<file path="src/rtl/pm25fc_pkg.sv">
package pm25fc_pkg;

    // Field widths of the command and action beats.
    localparam int CMD_W   = 3;
    localparam int PM_W    = 10;
    localparam int SPEED_W = 7;
    localparam int ACT_W   = 2;

    // Register widths.
    localparam int THR_W   = 10;
    localparam int CLEAN_W = 10;
    localparam int DARK_W  = 14;

    // APB port.
    localparam int ADDR_W  = 4;
    localparam int DATA_W  = 32;

    // Register indexes (byte address is four times the index).
    typedef enum logic [1:0] {
        REG_REDUCTION_THR = 2'd0,
        REG_GOOD_HOLD     = 2'd1,
        REG_DARK_HOLD     = 2'd2
    } reg_idx_t;

    // Command codes.
    typedef enum logic [CMD_W-1:0] {
        CMD_SCAN       = 3'd0,
        CMD_DARK_SCAN  = 3'd1,
        CMD_AUTO_START = 3'd2,
        CMD_AUTO_STOP  = 3'd3,
        CMD_DARK_START = 3'd4,
        CMD_DARK_STOP  = 3'd5
    } cmd_t;

    // Motor and light action codes.
    typedef enum logic [ACT_W-1:0] {
        MOTOR_NONE = 2'd0,
        MOTOR_RUN  = 2'd1,
        MOTOR_STOP = 2'd2
    } motor_act_t;

    typedef enum logic [ACT_W-1:0] {
        LIGHT_NONE = 2'd0,
        LIGHT_ON   = 2'd1,
        LIGHT_OFF  = 2'd2
    } light_act_t;

    // PM2.5 band edges.
    localparam logic [PM_W-1:0] BAND_LOW  = PM_W'(35);
    localparam logic [PM_W-1:0] BAND_MID  = PM_W'(75);
    localparam logic [PM_W-1:0] BAND_HIGH = PM_W'(115);

    // Fan speeds in percent.
    localparam logic [SPEED_W-1:0] SPEED_NIGHT = SPEED_W'(20);
    localparam logic [SPEED_W-1:0] SPEED_LOW   = SPEED_W'(40);
    localparam logic [SPEED_W-1:0] SPEED_MED   = SPEED_W'(60);
    localparam logic [SPEED_W-1:0] SPEED_HIGH  = SPEED_W'(80);
    localparam logic [SPEED_W-1:0] SPEED_FULL  = SPEED_W'(100);

    // Bit positions of the hysteresis flags.
    localparam int FLAG_75_115 = 0;
    localparam int FLAG_35_75  = 1;
    localparam int FLAG_AGAIN  = 2;

    // Register reset values.
    localparam logic signed [THR_W-1:0] RST_REDUCTION_THR = THR_W'(10);
    localparam logic [CLEAN_W-1:0]      RST_GOOD_HOLD     = CLEAN_W'(240);
    localparam logic [DARK_W-1:0]       RST_DARK_HOLD     = DARK_W'(600);

    typedef struct packed {
        logic signed [THR_W-1:0] reduction_thr;
        logic [CLEAN_W-1:0]      good_hold;
        logic [DARK_W-1:0]       dark_hold;
    } cfg_t;

    typedef struct packed {
        logic [PM_W-1:0]    prev_pm25;
        logic [CLEAN_W-1:0] clean_cnt;
        logic [DARK_W-1:0]  dark_cnt;
        logic               fan_stopped;
        logic               auto_suspended;
        logic               dark_seen;
        logic [2:0]         band_flags;
    } ctl_state_t;

    typedef struct packed {
        logic [ACT_W-1:0]   motor_action;
        logic [SPEED_W-1:0] speed_pct;
        logic [ACT_W-1:0]   light_action;
    } result_t;

endpackage

</file>
<file path="src/rtl/pm25fc_if.sv">
// Command channel: one beat is one command with its reading.
interface pm25fc_sample_if
    import pm25fc_pkg::*;
();
    logic             valid;
    logic             ready;
    logic [CMD_W-1:0] command;
    logic [PM_W-1:0]  pm25_level;
    logic             is_dark;

    modport source (output valid, command, pm25_level, is_dark, input ready);
    modport sink   (input valid, command, pm25_level, is_dark, output ready);
endinterface

// Action channel: one beat is the motor and light action for one command.
interface pm25fc_action_if
    import pm25fc_pkg::*;
();
    logic               valid;
    logic               ready;
    logic [ACT_W-1:0]   motor_action;
    logic [SPEED_W-1:0] speed_pct;
    logic [ACT_W-1:0]   light_action;

    modport source (output valid, motor_action, speed_pct, light_action, input ready);
    modport sink   (input valid, motor_action, speed_pct, light_action, output ready);
endinterface

</file>
<file path="src/rtl/pm25fc_cfg.sv">
module pm25fc_cfg
    import pm25fc_pkg::*;
(
    input  logic              clk,
    input  logic              rst_n,
    input  logic              psel,
    input  logic              penable,
    input  logic              pwrite,
    input  logic [ADDR_W-1:0] paddr,
    input  logic [DATA_W-1:0] pwdata,
    output logic [DATA_W-1:0] prdata,
    output logic              pready,
    output cfg_t              cfg
);

    cfg_t       cfg_reg;
    cfg_t       cfg_next;
    logic       wr_en;
    logic [1:0] reg_sel;

    assign pready  = 1'b1;
    assign wr_en   = psel && penable && pwrite;
    assign reg_sel = paddr[3:2];
    assign cfg     = cfg_reg;

    // Register write decode.
    always_comb
    begin
        cfg_next = cfg_reg;
        if (wr_en)
        begin
            unique case (reg_sel)
                REG_REDUCTION_THR: cfg_next.reduction_thr = pwdata[THR_W-1:0];
                REG_GOOD_HOLD:     cfg_next.good_hold     = pwdata[CLEAN_W-1:0];
                REG_DARK_HOLD:     cfg_next.dark_hold     = pwdata[DARK_W-1:0];
                default:           cfg_next = cfg_reg;
            endcase
        end
    end

    always_ff @(posedge clk or negedge rst_n)
    begin
        if (!rst_n)
        begin
            cfg_reg.reduction_thr <= RST_REDUCTION_THR;
            cfg_reg.good_hold     <= RST_GOOD_HOLD;
            cfg_reg.dark_hold     <= RST_DARK_HOLD;
        end
        else
        begin
            cfg_reg <= cfg_next;
        end
    end

    // Read-back mux.
    always_comb
    begin
        unique case (reg_sel)
            REG_REDUCTION_THR: prdata = DATA_W'($unsigned(cfg_reg.reduction_thr));
            REG_GOOD_HOLD:     prdata = DATA_W'(cfg_reg.good_hold);
            REG_DARK_HOLD:     prdata = DATA_W'(cfg_reg.dark_hold);
            default:           prdata = '0;
        endcase
    end

endmodule

</file>
<file path="src/rtl/pm25fc_step.sv">
module pm25fc_step
    import pm25fc_pkg::*;
#(
    parameter int unsigned CLEAN_COUNT_CAP = 1000,
    parameter int unsigned DARK_COUNT_CAP  = 10000
)
(
    input  logic [CMD_W-1:0] command,
    input  logic [PM_W-1:0]  pm25_level,
    input  logic             is_dark,
    input  cfg_t             cfg,
    input  ctl_state_t       state,
    output ctl_state_t       state_next,
    output result_t          result
);

    logic signed [PM_W:0] reduction;
    logic signed [PM_W:0] thr_ext;
    logic                 low_drop;
    logic                 is_clean;
    logic [CLEAN_W-1:0]   clean_old;
    logic [CLEAN_W:0]     clean_inc;
    logic [CLEAN_W-1:0]   clean_sat;
    logic [DARK_W:0]      dark_inc;
    logic [DARK_W-1:0]    dark_sat;
    logic                 hold_stop;
    logic [SPEED_W-1:0]   pct;

    // Drop since the last scan reading, compared signed against the threshold.
    assign reduction = $signed({1'b0, state.prev_pm25}) - $signed({1'b0, pm25_level});
    assign thr_ext   = {cfg.reduction_thr[THR_W-1], cfg.reduction_thr};
    assign low_drop  = reduction < thr_ext;
    assign is_clean  = pm25_level < BAND_LOW;

    // Saturating hold counters; auto start clears the clean counter first.
    assign clean_old = (command == CMD_AUTO_START) ? '0 : state.clean_cnt;
    assign clean_inc = {1'b0, clean_old} + (CLEAN_W+1)'(1);
    assign clean_sat = (clean_inc > (CLEAN_W+1)'(CLEAN_COUNT_CAP)) ?
                       CLEAN_W'(CLEAN_COUNT_CAP) : clean_inc[CLEAN_W-1:0];
    assign dark_inc  = {1'b0, state.dark_cnt} + (DARK_W+1)'(1);
    assign dark_sat  = (dark_inc > (DARK_W+1)'(DARK_COUNT_CAP)) ?
                       DARK_W'(DARK_COUNT_CAP) : dark_inc[DARK_W-1:0];

    always_comb
    begin
        state_next           = state;
        result.motor_action  = MOTOR_NONE;
        result.speed_pct     = '0;
        result.light_action  = LIGHT_NONE;
        hold_stop            = 1'b0;
        pct                  = SPEED_LOW;

        unique case (command)
            CMD_SCAN, CMD_AUTO_START:
            begin
                state_next.clean_cnt = clean_old;
                state_next.prev_pm25 = pm25_level;
                if (!state.auto_suspended)
                begin
                    // Clean-air hold: stop the fan once after a long clean spell.
                    if (is_clean)
                    begin
                        state_next.clean_cnt = clean_sat;
                        if (clean_old >= cfg.good_hold)
                        begin
                            hold_stop = 1'b1;
                            if (!state.fan_stopped)
                            begin
                                result.motor_action    = MOTOR_STOP;
                                state_next.fan_stopped = 1'b1;
                            end
                        end
                    end
                    else
                    begin
                        state_next.clean_cnt   = '0;
                        state_next.fan_stopped = 1'b0;
                    end

                    // Band selection with hysteresis flags.
                    if (!hold_stop)
                    begin
                        if (pm25_level >= BAND_HIGH)
                        begin
                            pct = SPEED_FULL;
                        end
                        else if (pm25_level >= BAND_MID)
                        begin
                            if (state.band_flags[FLAG_75_115])
                            begin
                                pct = low_drop ? SPEED_FULL : SPEED_HIGH;
                            end
                            else
                            begin
                                pct = state.band_flags[FLAG_AGAIN] ? SPEED_FULL : SPEED_HIGH;
                                state_next.band_flags[FLAG_75_115] = 1'b1;
                            end
                        end
                        else if (pm25_level >= BAND_LOW)
                        begin
                            state_next.band_flags[FLAG_75_115] = 1'b0;
                            pct = SPEED_MED;
                            if (state.band_flags[FLAG_35_75])
                            begin
                                if (low_drop)
                                begin
                                    state_next.band_flags[FLAG_AGAIN] = 1'b1;
                                    pct = SPEED_HIGH;
                                end
                                state_next.band_flags[FLAG_35_75] = 1'b0;
                            end
                            else if (state.band_flags[FLAG_AGAIN])
                            begin
                                pct = low_drop ? SPEED_FULL : SPEED_HIGH;
                            end
                            else
                            begin
                                state_next.band_flags[FLAG_35_75] = 1'b1;
                            end
                        end
                        else
                        begin
                            state_next.band_flags[FLAG_75_115] = 1'b0;
                            state_next.band_flags[FLAG_AGAIN]  = 1'b0;
                            pct = SPEED_LOW;
                        end
                        result.motor_action  = MOTOR_RUN;
                        result.speed_pct     = pct;
                    end
                end
            end

            CMD_DARK_SCAN:
            begin
                if (!is_dark)
                begin
                    if (state.dark_seen)
                    begin
                        result.light_action = LIGHT_ON;
                    end
                    state_next.dark_seen      = 1'b0;
                    state_next.dark_cnt       = '0;
                    state_next.auto_suspended = 1'b0;
                end
                else
                begin
                    if (!state.dark_seen)
                    begin
                        result.light_action = LIGHT_OFF;
                    end
                    state_next.dark_seen = 1'b1;
                    // Dark hold: suspend auto control and run at night speed.
                    if (is_clean)
                    begin
                        state_next.dark_cnt = dark_sat;
                        if (state.dark_cnt >= cfg.dark_hold)
                        begin
                            state_next.auto_suspended = 1'b1;
                            result.motor_action       = MOTOR_RUN;
                            result.speed_pct          = SPEED_NIGHT;
                        end
                    end
                    else
                    begin
                        state_next.dark_cnt       = '0;
                        state_next.auto_suspended = 1'b0;
                    end
                end
            end

            CMD_AUTO_STOP:
            begin
                state_next.band_flags  = '0;
                state_next.fan_stopped = 1'b0;
            end

            CMD_DARK_START:
            begin
                state_next.dark_cnt = '0;
            end

            CMD_DARK_STOP:
            begin
                state_next.auto_suspended = 1'b0;
            end

            default:
            begin
                state_next = state;
            end
        endcase
    end

endmodule

</file>
<file path="src/rtl/pm25_fan_speed_controller.sv">
// Channel  | Modport | Beat contents
// ---------+---------+---------------------------------------------
// sample   | sink    | command, pm25_level, is_dark
// action   | source  | motor_action, speed_pct, light_action
// APB      | slave   | reduction_threshold, good_hold_ticks, dark_hold_ticks
//
// One action beat per command beat; one beat per cycle sustained while action.ready holds.
// A beat passes the input register, then the state update and result register.
// The combinational state update in the step logic sets the rate.
// rst_n clears the pipeline valids, the controller state and the configuration registers.
// A stalled action beat holds its register; the input register keeps taking
// a beat until it is full, so ready falls only when both stages hold data.
module pm25_fan_speed_controller
    import pm25fc_pkg::*;
#(
    parameter int unsigned CLEAN_COUNT_CAP = 1000,
    parameter int unsigned DARK_COUNT_CAP  = 10000
)
(
    input  logic                 clk,
    input  logic                 rst_n,
    pm25fc_sample_if.sink        sample,
    pm25fc_action_if.source      action,
    input  logic                 psel,
    input  logic                 penable,
    input  logic                 pwrite,
    input  logic [ADDR_W-1:0]    paddr,
    input  logic [DATA_W-1:0]    pwdata,
    output logic [DATA_W-1:0]    prdata,
    output logic                 pready
);

    cfg_t             cfg;
    ctl_state_t       state_reg;
    ctl_state_t       state_next;
    result_t          result_comb;
    result_t          result_reg;
    logic             in_valid_reg;
    logic [CMD_W-1:0] command_reg;
    logic [PM_W-1:0]  pm25_level_reg;
    logic             is_dark_reg;
    logic             out_valid_reg;
    logic             advance;
    logic             take;

    pm25fc_cfg u_cfg (
        .clk     (clk),
        .rst_n   (rst_n),
        .psel    (psel),
        .penable (penable),
        .pwrite  (pwrite),
        .paddr   (paddr),
        .pwdata  (pwdata),
        .prdata  (prdata),
        .pready  (pready),
        .cfg     (cfg)
    );

    pm25fc_step #(
        .CLEAN_COUNT_CAP (CLEAN_COUNT_CAP),
        .DARK_COUNT_CAP  (DARK_COUNT_CAP)
    ) u_step (
        .command    (command_reg),
        .pm25_level (pm25_level_reg),
        .is_dark    (is_dark_reg),
        .cfg        (cfg),
        .state      (state_reg),
        .state_next (state_next),
        .result     (result_comb)
    );

    // Pipeline flow control.
    assign advance      = in_valid_reg && (!out_valid_reg || action.ready);
    assign sample.ready = !in_valid_reg || advance;
    assign take         = sample.valid && sample.ready;

    // Input register.
    always_ff @(posedge clk or negedge rst_n)
    begin
        if (!rst_n)
        begin
            in_valid_reg <= 1'b0;
        end
        else if (sample.ready)
        begin
            in_valid_reg <= sample.valid;
        end
    end

    always_ff @(posedge clk)
    begin
        if (take)
        begin
            command_reg    <= sample.command;
            pm25_level_reg <= sample.pm25_level;
            is_dark_reg    <= sample.is_dark;
        end
    end

    // Controller state, updated once per command.
    always_ff @(posedge clk or negedge rst_n)
    begin
        if (!rst_n)
        begin
            state_reg <= '0;
        end
        else if (advance)
        begin
            state_reg <= state_next;
        end
    end

    // Result register.
    always_ff @(posedge clk or negedge rst_n)
    begin
        if (!rst_n)
        begin
            out_valid_reg <= 1'b0;
        end
        else if (!out_valid_reg || action.ready)
        begin
            out_valid_reg <= in_valid_reg;
        end
    end

    always_ff @(posedge clk)
    begin
        if (advance)
        begin
            result_reg <= result_comb;
        end
    end

    assign action.valid         = out_valid_reg;
    assign action.motor_action  = result_reg.motor_action;
    assign action.speed_pct     = result_reg.speed_pct;
    assign action.light_action  = result_reg.light_action;

endmodule

</file>
<file path="src/flat_wrapper.sv">
// flat-port wrapper written by rule: the top's interface ports become plain ports
module pm25_fan_speed_controller_flat import pm25fc_pkg::*;
#(
    parameter int unsigned CLEAN_COUNT_CAP = 1000,
    parameter int unsigned DARK_COUNT_CAP  = 10000
)
  (clk, rst_n, psel, penable, pwrite, paddr, pwdata, prdata, pready, sample_valid, sample_command, sample_pm25_level, sample_is_dark, sample_ready, action_valid, action_motor_action, action_speed_pct, action_light_action, action_ready);
  pm25fc_sample_if sample_i ();
  pm25fc_action_if action_i ();
  input  logic clk;
  input  logic rst_n;
  input  logic psel;
  input  logic penable;
  input  logic pwrite;
  input  logic [ADDR_W-1:0] paddr;
  input  logic [DATA_W-1:0] pwdata;
  output logic [DATA_W-1:0] prdata;
  output logic pready;
  input wire logic [$bits(sample_i.valid)-1:0] sample_valid;
  input wire logic [$bits(sample_i.command)-1:0] sample_command;
  input wire logic [$bits(sample_i.pm25_level)-1:0] sample_pm25_level;
  input wire logic [$bits(sample_i.is_dark)-1:0] sample_is_dark;
  output wire logic [$bits(sample_i.ready)-1:0] sample_ready;
  output wire logic [$bits(action_i.valid)-1:0] action_valid;
  output wire logic [$bits(action_i.motor_action)-1:0] action_motor_action;
  output wire logic [$bits(action_i.speed_pct)-1:0] action_speed_pct;
  output wire logic [$bits(action_i.light_action)-1:0] action_light_action;
  input wire logic [$bits(action_i.ready)-1:0] action_ready;
  assign sample_i.valid = sample_valid;
  assign sample_i.command = sample_command;
  assign sample_i.pm25_level = sample_pm25_level;
  assign sample_i.is_dark = sample_is_dark;
  assign sample_ready = sample_i.ready;
  assign action_valid = action_i.valid;
  assign action_motor_action = action_i.motor_action;
  assign action_speed_pct = action_i.speed_pct;
  assign action_light_action = action_i.light_action;
  assign action_i.ready = action_ready;
  pm25_fan_speed_controller #(.CLEAN_COUNT_CAP(CLEAN_COUNT_CAP), .DARK_COUNT_CAP(DARK_COUNT_CAP)) u_core (.clk(clk), .rst_n(rst_n), .sample(sample_i), .action(action_i), .psel(psel), .penable(penable), .pwrite(pwrite), .paddr(paddr), .pwdata(pwdata), .prdata(prdata), .pready(pready));
endmodule
</file>
<file path="config.mk">
export PLATFORM = sky130hd
export DESIGN_NAME = pm25_fan_speed_controller_flat
export DESIGN_NICKNAME = d
export VERILOG_FILES = /design/src/rtl/pm25fc_pkg.sv /design/src/rtl/pm25fc_if.sv /design/src/rtl/pm25fc_cfg.sv /design/src/rtl/pm25fc_step.sv /design/src/rtl/pm25_fan_speed_controller.sv /design/src/flat_wrapper.sv
export SDC_FILE = /design/constraint.sdc
export NUM_CORES = 1
export LEC_CHECK = 0
export BUFFER_PORTS_ARGS = -buffer_cell sky130_fd_sc_hd__buf_2
export CORE_UTILIZATION = 45
export DETAILED_ROUTE_END_ITERATION = 16
export PLACE_DENSITY = 0.75
export SLEW_MARGIN = 20
export SYNTH_ARGS = -nofsm -noshare
export SYNTH_HDL_FRONTEND = slang
export SYNTH_SLANG_ARGS = --single-unit
</file>
<file path="constraint.sdc">
create_clock -name clk -period 10.7 [get_ports clk]
set_input_delay 1.07 -clock clk [delete_from_list [all_inputs] [get_ports clk]]
set_output_delay 1.07 -clock clk [all_outputs]
set_load 0.03 [all_outputs]
</file>
==> flow_summary.toml, run 1 <==
[route]
drt-vias-per-instance = 5.434
routed_wl_um = 14300
drt_iter0_drc = 383
drc = 0
drtPass1Iterations = 5
vias = 5146
drt-wirelength-per-cell_um = 15.10
ant_nets = 0

[clock_network]
ctsResizeCount = 0
numCtsBuffers = 9
cts_hold_buf = 0
cts_tree = "yes"
cts.sinks = 99
clockBufferDepth = 2
h-tree-depth = 3
postCtsSetupRepairBufs = 0
clk-insertion-delay-late_ns = 0.36
path_clk_slew_ns = 0.07
cts_root_buf = "clkbuf_16"

[placed_design]
placed_cells = 931
dp_hpwl_um = 10600
portBuffers = 61
placed_area_um2 = 6807
gp_congestion = 0.8160
dp_slack_ns = 6.501

[sta]
worst_pin_slew_ns = 0.9808
worst_slack_ns = 6.458
report.final.slew_viol_count = 0
worst_hold_slack_ns = 0.4837
tns_ns = 0
finalCriticalPeriod_ns = 4.242
hold_violations = 0
fin_crit_sh = 0.3964
relSlewSlack = 0.3448
fmax_ghz = 0.2357
setup_viol = 0
rsz0062_at_grt = "false"
skew_ns = 0.007115

[synthesis]
synth_top_area_cell = "dfrtp_1"
syn_avg_cell_area_um2 = 9.017
yosys-top-cells-count = "nand2_1, o21ai_0, dfrtp_1, inv_1, ha_1"
synth_edf_count = 23
synth_top_family_by_area = "simple AND/OR/NAND/NOR gates"
synthXorXnorAreaFrac = 0.02306
synth_largest_type_area_fraction = 0.2558
yosys-top-cells-area = "dfrtp_1, edfxtp_1, ha_1"
synth_mux_area_frac = 0.04147
synth-seq-cells = 99
yosysWarnings = 0
ys_seq_area_frac = 0.4035
synth_top_flop_cell = "dfrtp_1"
yosys.area_share.simple = 0.1973
synth_compound_area_frac = 0.1663
syn_inst = 716
synth_most_common_cell = "nand2_1"
synth_area_um2 = 6456
synthAdderAreaFrac = 0.09225
synth_cell_types = 72
synthArstFlopShare = 0.7677

[layout]
design_area_um2 = 7104
largest_reg_flops = 40
layout-drive-gt1-share = 0.1551
fin_nets = 866
final_core_utilization = 0.5098
finalNonFillerCells = 947
diodes = 0
synthToLayoutAreaGrowth_pct = 10.04
nFillCells = 1286

[grt]
grtUsageMet2 = 0.2970
top_usage_layer = "met1"
grt_usage = 0.2030
grt_start_max_net_pins = 77
antenna_found_initial = 0
use_met3 = 0.03558
grt_pass1_vias = 4588
grt_pass1_wl_um = 23180
overflow = 0
met1_usage = 0.2989

[critical_path]
endpoint = "u_core.action.speed_pct[3]$_DFFE_PP_"
critPathMaxFanout = 5
ff2ff_setup_slack_ns = 6.46
cp-end-kind = "flip-flop"
worstPathRequired_ns = 10.81
r2r_start = "u_core.pm25_level_reg[0]$_DFFE_PP_"
worstReg2RegEnd = "u_core.action.speed_pct[3]$_DFFE_PP_"
critical_path.startpoint_type = "flip-flop"
critical_path_class = "flip-flop to flip-flop"
rr_worst_depth = 17
crit_arrival_ns = 4.35
crit_start = "u_core.pm25_level_reg[0]$_DFFE_PP_"

[die]
coreArea_um2 = 13930
io_pins = 103
die_w_um = 121.8
start_util = 0.4633
die_area_um2 = 14830
rows = 43
die_y_um = 121.8

[job]
drv_cap = 0

[status]
status = "finished, final reports clean"

[pwr]
irDropWorstVdd_mv = 0.1016
power_leakage_nw = 3.263
power_mw = 1.127
power.density_nw_per_um2 = 158.7

[min_path]
hold_class = "flip-flop to flip-flop"
metal layers:
| layer | part of all wire | routed length [um] | up-vias |
|---|---|---|---|
| met2 | 0.43 | 6195 | 141 |
| li1 | - | - | 2583 |
| met3 | 0.047 | 665 | 20 |
| met5 | 0 | 0 | - |
| met4 | 0.017 | 244 | 0 |
| met1 | 0.50 | 7195 | 2402 |
cell usage in the layout, fill, tap and decap left out, types with 10 or more instances in the layout:
master,n
and2_1,16
inv_1,56
dfrtp_1,66
nand3_1,25
mux2_2,14
buf_2,60
conb_1,21
and3_1,12
edfxtp_1,23
a21oi_1,29
nand2_1,91
o21ai_0,77
dfstp_2,10
nor3_1,15
mux2i_1,11
nor2_1,34
ha_1,46
where the power goes:
part	total, mW	internal (mW)	switching [mW]
registers	0.482	0.446	0.0356
logic	0.316	0.126	0.190
clock network	0.329	0.182	0.147
worst max-delay path, stage by stage (launching register included):
cell and delay, ns:
edfxtp_1 0.44, ha_1 0.20, inv_1 0.06, fa_1 0.40
a21o_1 0.18, a21oi_1 0.23, o21bai_1 0.09, a21oi_1 0.21
o21ai_0 0.20, xor2_1 0.18, ha_1 0.31, a21o_1 0.18
a31oi_1 0.21, o31ai_1 0.10, o31a_1 0.39, nor2b_1 0.23
o21ai_0 0.14, and3b_1 0.23
worst min path at each step:
stage / startpoint / end / slack [ns] / depth (start not counted)
finish: u_core.state_reg[5]$_DFFE_PN0P_ / u_core.state_reg[5]$_DFFE_PN0P_ / 0.48 / 2
global route: u_core.state_reg[37]$_DFFE_PN0P_ / u_core.state_reg[37]$_DFFE_PN0P_ / 0.50 / 2
CTS: u_core.state_reg[5]$_DFFE_PN0P_ / u_core.state_reg[5]$_DFFE_PN0P_ / 0.48 / 2
detailed placement: u_core.state_reg[5]$_DFFE_PN0P_ / u_core.state_reg[5]$_DFFE_PN0P_ / 0.47 / 2
global placement: u_core.state_reg[5]$_DFFE_PN0P_ / u_core.state_reg[5]$_DFFE_PN0P_ / 0.46 / 2
floorplan: u_core.state_reg[5]$_DFFE_PN0P_ / u_core.state_reg[5]$_DFFE_PN0P_ / 0.44 / 2
cells by family after synthesis:
kind of cell,Yosys count
flip-flops,99
XOR/XNOR,17
other,2
AND/OR/NAND/NOR,248
multiplexers,25
AO/OA/AOI/OAI,175
adder cells (fa/ha/maj),47
buffers and inverters,103
cell type report:
type	count	area [um2]	share of cell area
clock buffers	10	229.0	0.03223
clock inverters	6	65.06	0.009158
inverters	56	210.2	0.02959
multi-input cells	533	3443	0.4847
flip-flops and latches	99	2605	0.3667
well taps	180	225.2	0.03170
repair buffers	63	326.6	0.04597
Note: power is estimated with default switching activity, not from simulation.
==> run 2, diff against run 1 <==
--- a/config.mk
+++ b/config.mk
@@ -5,6 +5,7 @@
 export SDC_FILE = /design/constraint.sdc
 export NUM_CORES = 1
 export LEC_CHECK = 0
+export ABC_AREA = 1
 export BUFFER_PORTS_ARGS = -buffer_cell sky130_fd_sc_hd__buf_2
 export CORE_UTILIZATION = 45
 export DETAILED_ROUTE_END_ITERATION = 16
==> constraint.sdc (replaced) <==
create_clock -name clk -period 4.2 [get_ports clk]
set_input_delay 0.42 -clock clk [delete_from_list [all_inputs] [get_ports clk]]
set_output_delay 0.42 -clock clk [all_outputs]
set_load 0.03 [all_outputs]
==> run 2 against run 1 <==
Compared with the run above:
- the run now ends with DRC left
- setup slack got worse by 6.1 ns
- cell area fell by 0.49%
- total power rose to 2.9 times the previous value
- maximum frequency rose by 10%
- largest cell class unchanged
- largest power group unchanged
==> flow_summary.toml, run 2 <==
[status]
status = "finished, violations left"
violations = "DRC"

[critical_path]
crit_buf_inv = 1
slowest_stage = "edfxtp_1"
cp-end-kind = "flip-flop"
critical_path_class = "flip-flop to flip-flop"
critPathMaxFanout = 4
critical_path.startpoint_type = "flip-flop"
slowest_delay_ns = 0.44
worstPathRequired_ns = 4.31
crit_arrival_ns = 3.95
worstPathCellList = "ha_1 > inv_1 > fa_1 > nand3_1 > and2_1 > o21ai_0 > a21oi_1 > o21bai_1 > a21o_1 > a21oi_1 > ha_1 > a21o_1 > nor2_1 > nand3_1 > nand2_1 > nand3_1 > a21boi_0 > nand2_1 > a21oi_1 > nor2_1"
path_delay_family = "compound AO/OA/AOI/OAI gates"

[layout]
diodes = 0
synthToLayoutAreaGrowth_pct = 10.74
nFillCells = 1318
final_common_cell = "nand2_1"
largest_reg_flops = 40
layout-drive-gt1-share = 0.1342
final_cell_mix = "nand2_1, inv_1, dfrtp_1"
fin_nets = 971

[synthesis]
yosys-top-cells-count = "nand2_1, inv_1, dfrtp_1, o21ai_0, nor2_1"
yosys-top-cells-area = "dfrtp_1, nand2_1, edfxtp_1"
synth-seq-cells = 99
syn_avg_cell_area_um2 = 7.871
ys_seq_area_frac = 0.4081
synth_edf_count = 23
synth_most_common_cell = "nand2_1"
synth_top_area_cell = "dfrtp_1"
yosysWarnings = 0
synth_largest_type_area_fraction = 0.2587
synth_top_flop_cell = "dfrtp_1"
synthArstFlopShare = 0.7677
synthAdderAreaFrac = 0.09330
synthXorXnorAreaFrac = 0.02332
synth_compound_area_frac = 0.1280
synth_cell_types = 48
synth_top_family_by_area = "simple AND/OR/NAND/NOR gates"
synth_mux_area_frac = 0
yosys.area_share.simple = 0.2342
syn_inst = 811
synth_area_um2 = 6384

[die]
io_pins = 103
coreArea_um2 = 13880
die_area_um2 = 14670
start_util = 0.4599
rows = 43
die_w_um = 121.1
die_y_um = 121.1

[clock_network]
ctsResizeCount = 0
cts.sinks = 99
clockBufferDepth = 2
cts_tree = "yes"
clk-insertion-delay-late_ns = 0.36
postCtsSetupRepairBufs = 0
cts_root_buf = "clkbuf_16"
numCtsBuffers = 9
cts_hold_buf = 0
h-tree-depth = 3
path_clk_slew_ns = 0.07

[grt]
grt_usage = 0.2030
grtUsageMet2 = 0.3293
use_met3 = 0.03430
grt_start_max_net_pins = 77
antenna_found_initial = 0
overflow = 0
grt_pass1_vias = 4962
met1_usage = 0.2653
top_usage_layer = "met2"
grt_pass1_wl_um = 23230

[pwr]
power.switching_mw = 1.249
p_sw_frac = 0.3780
internal_power_mw = 2.055
power_frac_comb = 0.355
power_leakage_nw = 3.622
power_mw = 3.303
power.density_nw_per_um2 = 467.3
irDropWorstVdd_mv = 0.2767
p_seq_frac = 0.391
clkPwrFrac = 0.254

[route]
vias = 5343
drc = 2
drt-vias-per-instance = 5.079
routed_wl_um = 13830
ant_nets = 0
drt_iter0_drc = 342
drt-wirelength-per-cell_um = 13.15
drtPass1Iterations = 11

[placed_design]
dp_slack_ns = 0.4340
portBuffers = 61
gp_congestion = 0.9217
dp_hpwl_um = 10350

[sta]
worst_pin_slew_ns = 0.9830
hold_violations = 0
worst_slack_ns = 0.3599
setup_viol = 0
report.final.slew_viol_count = 0
finalCriticalPeriod_ns = 3.840
worst_hold_slack_ns = 0.2112
fin_crit_sh = 0.9143
skew_ns = 0.01381
rsz0062_at_grt = "false"
relSlewSlack = 0.3447
fmax_ghz = 0.2604
tns_ns = 0

[job]
drv_cap = 0

[min_path]
hold_class = "input port to asynchronous set/reset pin"
==> run 2: changes by cell type in the layout (fill, tap and decap cells not counted), moves of 10 or more <==
cell / delta
inv_1: +66
nor2_1: +13
o21ai_0: -12
nand4_1: +11
mux2i_1: -11
nand3_1: +18
mux2_2: -14
and2_1: -15
a21oi_1: +12
and3_1: -10
nand2_1: +100
==> run 2: area by class of cell <==
| cell class | instances | area (um2) | area share |
|---|---|---|---|
| clock buffers | 10 | 250.2 | 0.03540 |
| clock inverters | 6 | 53.80 | 0.007611 |
| inverters | 129 | 484.2 | 0.06850 |
| multi-input cells | 566 | 3136 | 0.4435 |
| flip-flops and latches | 99 | 2605 | 0.3685 |
| well taps | 180 | 225.2 | 0.03186 |
| repair buffers | 62 | 315.3 | 0.04460 |
==> run 2: through the flow <==
step | area (um2) | std cells | utilization
after floorplan | 6455 | 830 | -
after global placement | 6765 | 1036 | 0.4874
after detailed placement | 6765 | 1036 | 0.4874
after CTS | 7069 | 1052 | 0.5093
after global routing | 7069 | 1052 | 0.5093
final | 7069 | 1052 | 0.5093
==> run 2: cell families after synthesis <==
kind of cell,Yosys count
other cells,2
flops,99
buf+inv,165
xor+xnor,17
compound gates,145
simple gates,336
fa+ha+maj,47
==> run 2: per-layer routing <==
metal | up-vias | part of all wire
met5 | - | 0
met4 | 0 | 0.023
met3 | 18 | 0.036
met2 | 108 | 0.48
met1 | 2487 | 0.46
li1 | 2730 | -
==> run 2: power groups by stage <==
| stage | logic [mW] | registers [mW] | clock network (mW) |
|---|---|---|---|
| after floorplan | 0.903 | 1.30 | 0 |
| after detailed placement | 1.17 | 1.31 | 0 |
| after CTS | 1.18 | 1.29 | 0.853 |
| after global placement | 1.14 | 1.30 | 0 |
| after global routing | 1.36 | 1.31 | 0.889 |
| final | 1.17 | 1.29 | 0.838 |
==> run 2: final timing paths <==
| check | cells after the start | slack (ns) | end | startpoint |
|---|---|---|---|---|
| max | 20 | 0.36 | u_core.action.speed_pct[2]$_DFFE_PP_ | u_core.pm25_level_reg[0]$_DFFE_PP_ |
| min | 1 | 0.21 | u_core.u_cfg.cfg[7]$_DFFE_PN0P_ | rst_n |
| max reg2reg | 20 | 0.36 | u_core.action.speed_pct[2]$_DFFE_PP_ | u_core.pm25_level_reg[0]$_DFFE_PP_ |
| min reg2reg | 2 | 0.48 | u_core.state_reg[2]$_DFFE_PN0P_ | u_core.state_reg[2]$_DFFE_PN0P_ |
| max in group asynchronous | 1 | 3.33 | u_core.state_reg[15]$_DFFE_PN0P_ | rst_n |
| min in group clk | 1 | 0.24 | u_core.pm25_level_reg[0]$_DFFE_PP_ | sample_pm25_level[0] |
==> run 3, diff against run 2 <==
--- a/config.mk
+++ b/config.mk
@@ -7,9 +7,10 @@
 export LEC_CHECK = 0
 export ABC_AREA = 1
 export BUFFER_PORTS_ARGS = -buffer_cell sky130_fd_sc_hd__buf_2
+export CORE_MARGIN = 1.5
 export CORE_UTILIZATION = 45
 export DETAILED_ROUTE_END_ITERATION = 16
-export PLACE_DENSITY = 0.75
+export PLACE_DENSITY = 0.77
 export SLEW_MARGIN = 20
 export SYNTH_ARGS = -nofsm -noshare
 export SYNTH_HDL_FRONTEND = slang
==> constraint.sdc (replaced) <==
create_clock -name clk -period 3.3 [get_ports clk]
set_input_delay 0.33 -clock clk [delete_from_list [all_inputs] [get_ports clk]]
set_output_delay 0.33 -clock clk [all_outputs]
set_load 0.03 [all_outputs]
==> run 3 against run 2 <==
Compared with the run above:
- the run ends with setup timing left
- first-iteration DRC count rose by 15%
- maximum frequency is 15% higher
- cell area grew 3.3%
- critical path depth is 1 higher
- count of clock-buffer cells in the layout decreased by 1
- register-to-register slack got worse by 0.40 ns
- routed wire length up 3.6%
- sequential cell count stayed put
- sequential share of layout area is 1.2 points lower
- clock skew decreased by 0.0025 ns
- global-route usage increased by 0.50 points
- critical path type unchanged
- largest cell class unchanged
==> flow_summary.toml, run 3 (same netlist as run 2, synthesis figures left out) <==
[critical_path]
worstReg2RegEnd = "u_core.action.speed_pct[5]$_DFFE_PP_"
crit_arrival_ns = 3.44
ff2ff_setup_slack_ns = -0.04
cp-end-kind = "flip-flop"
critical_path.startpoint_type = "flip-flop"
worstPathRequired_ns = 3.40
critPathMaxFanout = 3
critical_path_class = "flip-flop to flip-flop"
r2r_start = "u_core.state_reg[30]$_DFFE_PN0P_"
rr_worst_depth = 21
crit_start = "u_core.state_reg[30]$_DFFE_PN0P_"
endpoint = "u_core.action.speed_pct[5]$_DFFE_PP_"

[clock_network]
cts_root_buf = "clkbuf_16"
numCtsBuffers = 9
path_clk_slew_ns = 0.07
clk-insertion-delay-late_ns = 0.36
h-tree-depth = 3
clockBufferDepth = 2
cts.sinks = 99
cts_tree = "yes"

[layout]
layout-drive-gt1-share = 0.1819
ff_latch_area_um2 = 2605
synthToLayoutAreaGrowth_pct = 14.39
nFillCells = 1316
design_area_um2 = 7302
multi_input_area_um2 = 3276
final_cell_mix = "nand2_1, inv_1, dfrtp_1"
finalNonFillerCells = 1065
fin_nets = 984
final_common_cell = "nand2_1"
largest_reg_flops = 40
diodes = 0

[status]
status = "finished, violations left"
violations = "setup timing"

[sta]
finalCriticalPeriod_ns = 3.339
fmax_ghz = 0.2995
rsz0062_at_grt = "true"
hold_violations = 0
skew_ns = 0.01130
worst_hold_slack_ns = 0.1403
setup_viol = 3
worst_slack_ns = -0.03908
tns_ns = -0.05622
worst_pin_slew_ns = 0.9757
relSlewSlack = 0.3495
report.final.slew_viol_count = 0
fin_crit_sh = 1.012

[route]
top_layer_used = "met4"
drt_iter0_drc = 394
drtPass1Iterations = 5
drt-wirelength-per-cell_um = 13.45
wl_met2_um = 7005
vias = 5418
drc = 0
ant_nets = 0
wl_met1_um = 6306
routed_wl_um = 14330
wl_met3_um = 642
drt-vias-per-instance = 5.087

[die]
io_pins = 103
die_y_um = 122.1
rows = 43
start_util = 0.4599
coreArea_um2 = 13880
die_w_um = 122.1
die_area_um2 = 14910

[grt]
grt_pass1_vias = 5274
overflow = 0
grt_start_max_net_pins = 77
antenna_found_initial = 0
grt_pass1_wl_um = 24300
grt_usage = 0.2080

[placed_design]
portBuffers = 61
placed_cells = 1046
dp_hpwl_um = 10550
gp_congestion = 0.8671
placed_area_um2 = 6840

[pwr]
irDropWorstVdd_mv = 0.3878
power.density_nw_per_um2 = 615.3
power_leakage_nw = 3.713
power_mw = 4.493

[job]
drv_cap = 0

[min_path]
hold_class = "input port to asynchronous set/reset pin"
[run 3: cell count changes in the layout (fill, tap and decap cells not counted), moves of 3 or more]
| cell | change |
|---|---|
| a21oi_1 | -6 |
| a21oi_2 | +6 |
| buf_4 | +13 |
| ha_1 | -3 |
| ha_4 | +3 |
| nand2_1 | -7 |
| nand2_2 | +6 |
| nand3_1 | -5 |
| nand3_2 | +4 |
| o21ai_0 | -3 |
| o21ai_2 | +3 |
[run 3: metrics by stage]
stage / util / setup slack, ns
floorplan: - / 0.03893
global placement: 0.4928 / -0.09605
detailed placement: 0.4928 / -0.1869
CTS: 0.5182 / -0.02890
global route: 0.5261 / -0.1925
finish: 0.5261 / -0.03908
[run 3: timing repair]
item	in CTS	in global routing
pin swaps	13	14
setup endpoints to repair	6	6
buffers inserted	3	0
resized for setup	12	25
hold buffers	0	0
[run 3: layer usage]
layer	global-route usage	vias to the layer above
met3	0.03886	21
met2	0.3574	129
li1	-	2766
met4	0.07703	0
met1	0.2604	2502
met5	0	-
[run 3: critical path, stage by stage, from the launching register on]
cell	delay (ns)
dfrtp_1	0.37
inv_2	0.07
ha_4	0.14
inv_2	0.04
fa_2	0.37
nand3_2	0.06
and2_4	0.14
o21ai_2	0.06
a21oi_2	0.13
o21bai_1	0.10
a21o_1	0.18
a21oi_2	0.18
ha_4	0.23
a21o_1	0.16
nor2_2	0.13
nand4_1	0.19
nand2_2	0.17
nand2_4	0.07
nand2_2	0.06
nand2_2	0.06
nand2_2	0.09
a31oi_1	0.08
[run 3: cell type report]
type / instances / share of cell area
clock buffer: 9 / 0.03084
inverter: 129 / 0.06631
clock inverter: 7 / 0.01011
timing repair buffer: 75 / 0.05655
multi-input combinational: 566 / 0.4486
tap: 180 / 0.03084
sequential: 99 / 0.3568
[run 3: report_power, final]
part | total [mW] | internal, mW | switching (mW) | leakage, nW
registers | 1.65 | 1.49 | 0.154 | 1.17
clock network | 1.07 | 0.592 | 0.478 | 0.146
logic | 1.78 | 0.705 | 1.07 | 2.40
total | 4.49 | 2.79 | 1.70 | 3.71
[run 3: worst min-delay path by stage]
stage                                               to  slack [ns]  cells after the start
floorplan              u_core.action.valid$_DFFE_PN0P_        0.03                      0
global placement       u_core.u_cfg.cfg[2]$_DFFE_PN0P_        0.47                      2
detailed placement    u_core.u_cfg.cfg[15]$_DFFE_PN0P_        0.47                      2
CTS                 u_core.pm25_level_reg[1]$_DFFE_PP_        0.14                      1
global route        u_core.pm25_level_reg[0]$_DFFE_PP_        0.14                      1
finish                u_core.u_cfg.cfg[32]$_DFFE_PN0P_        0.14                      1
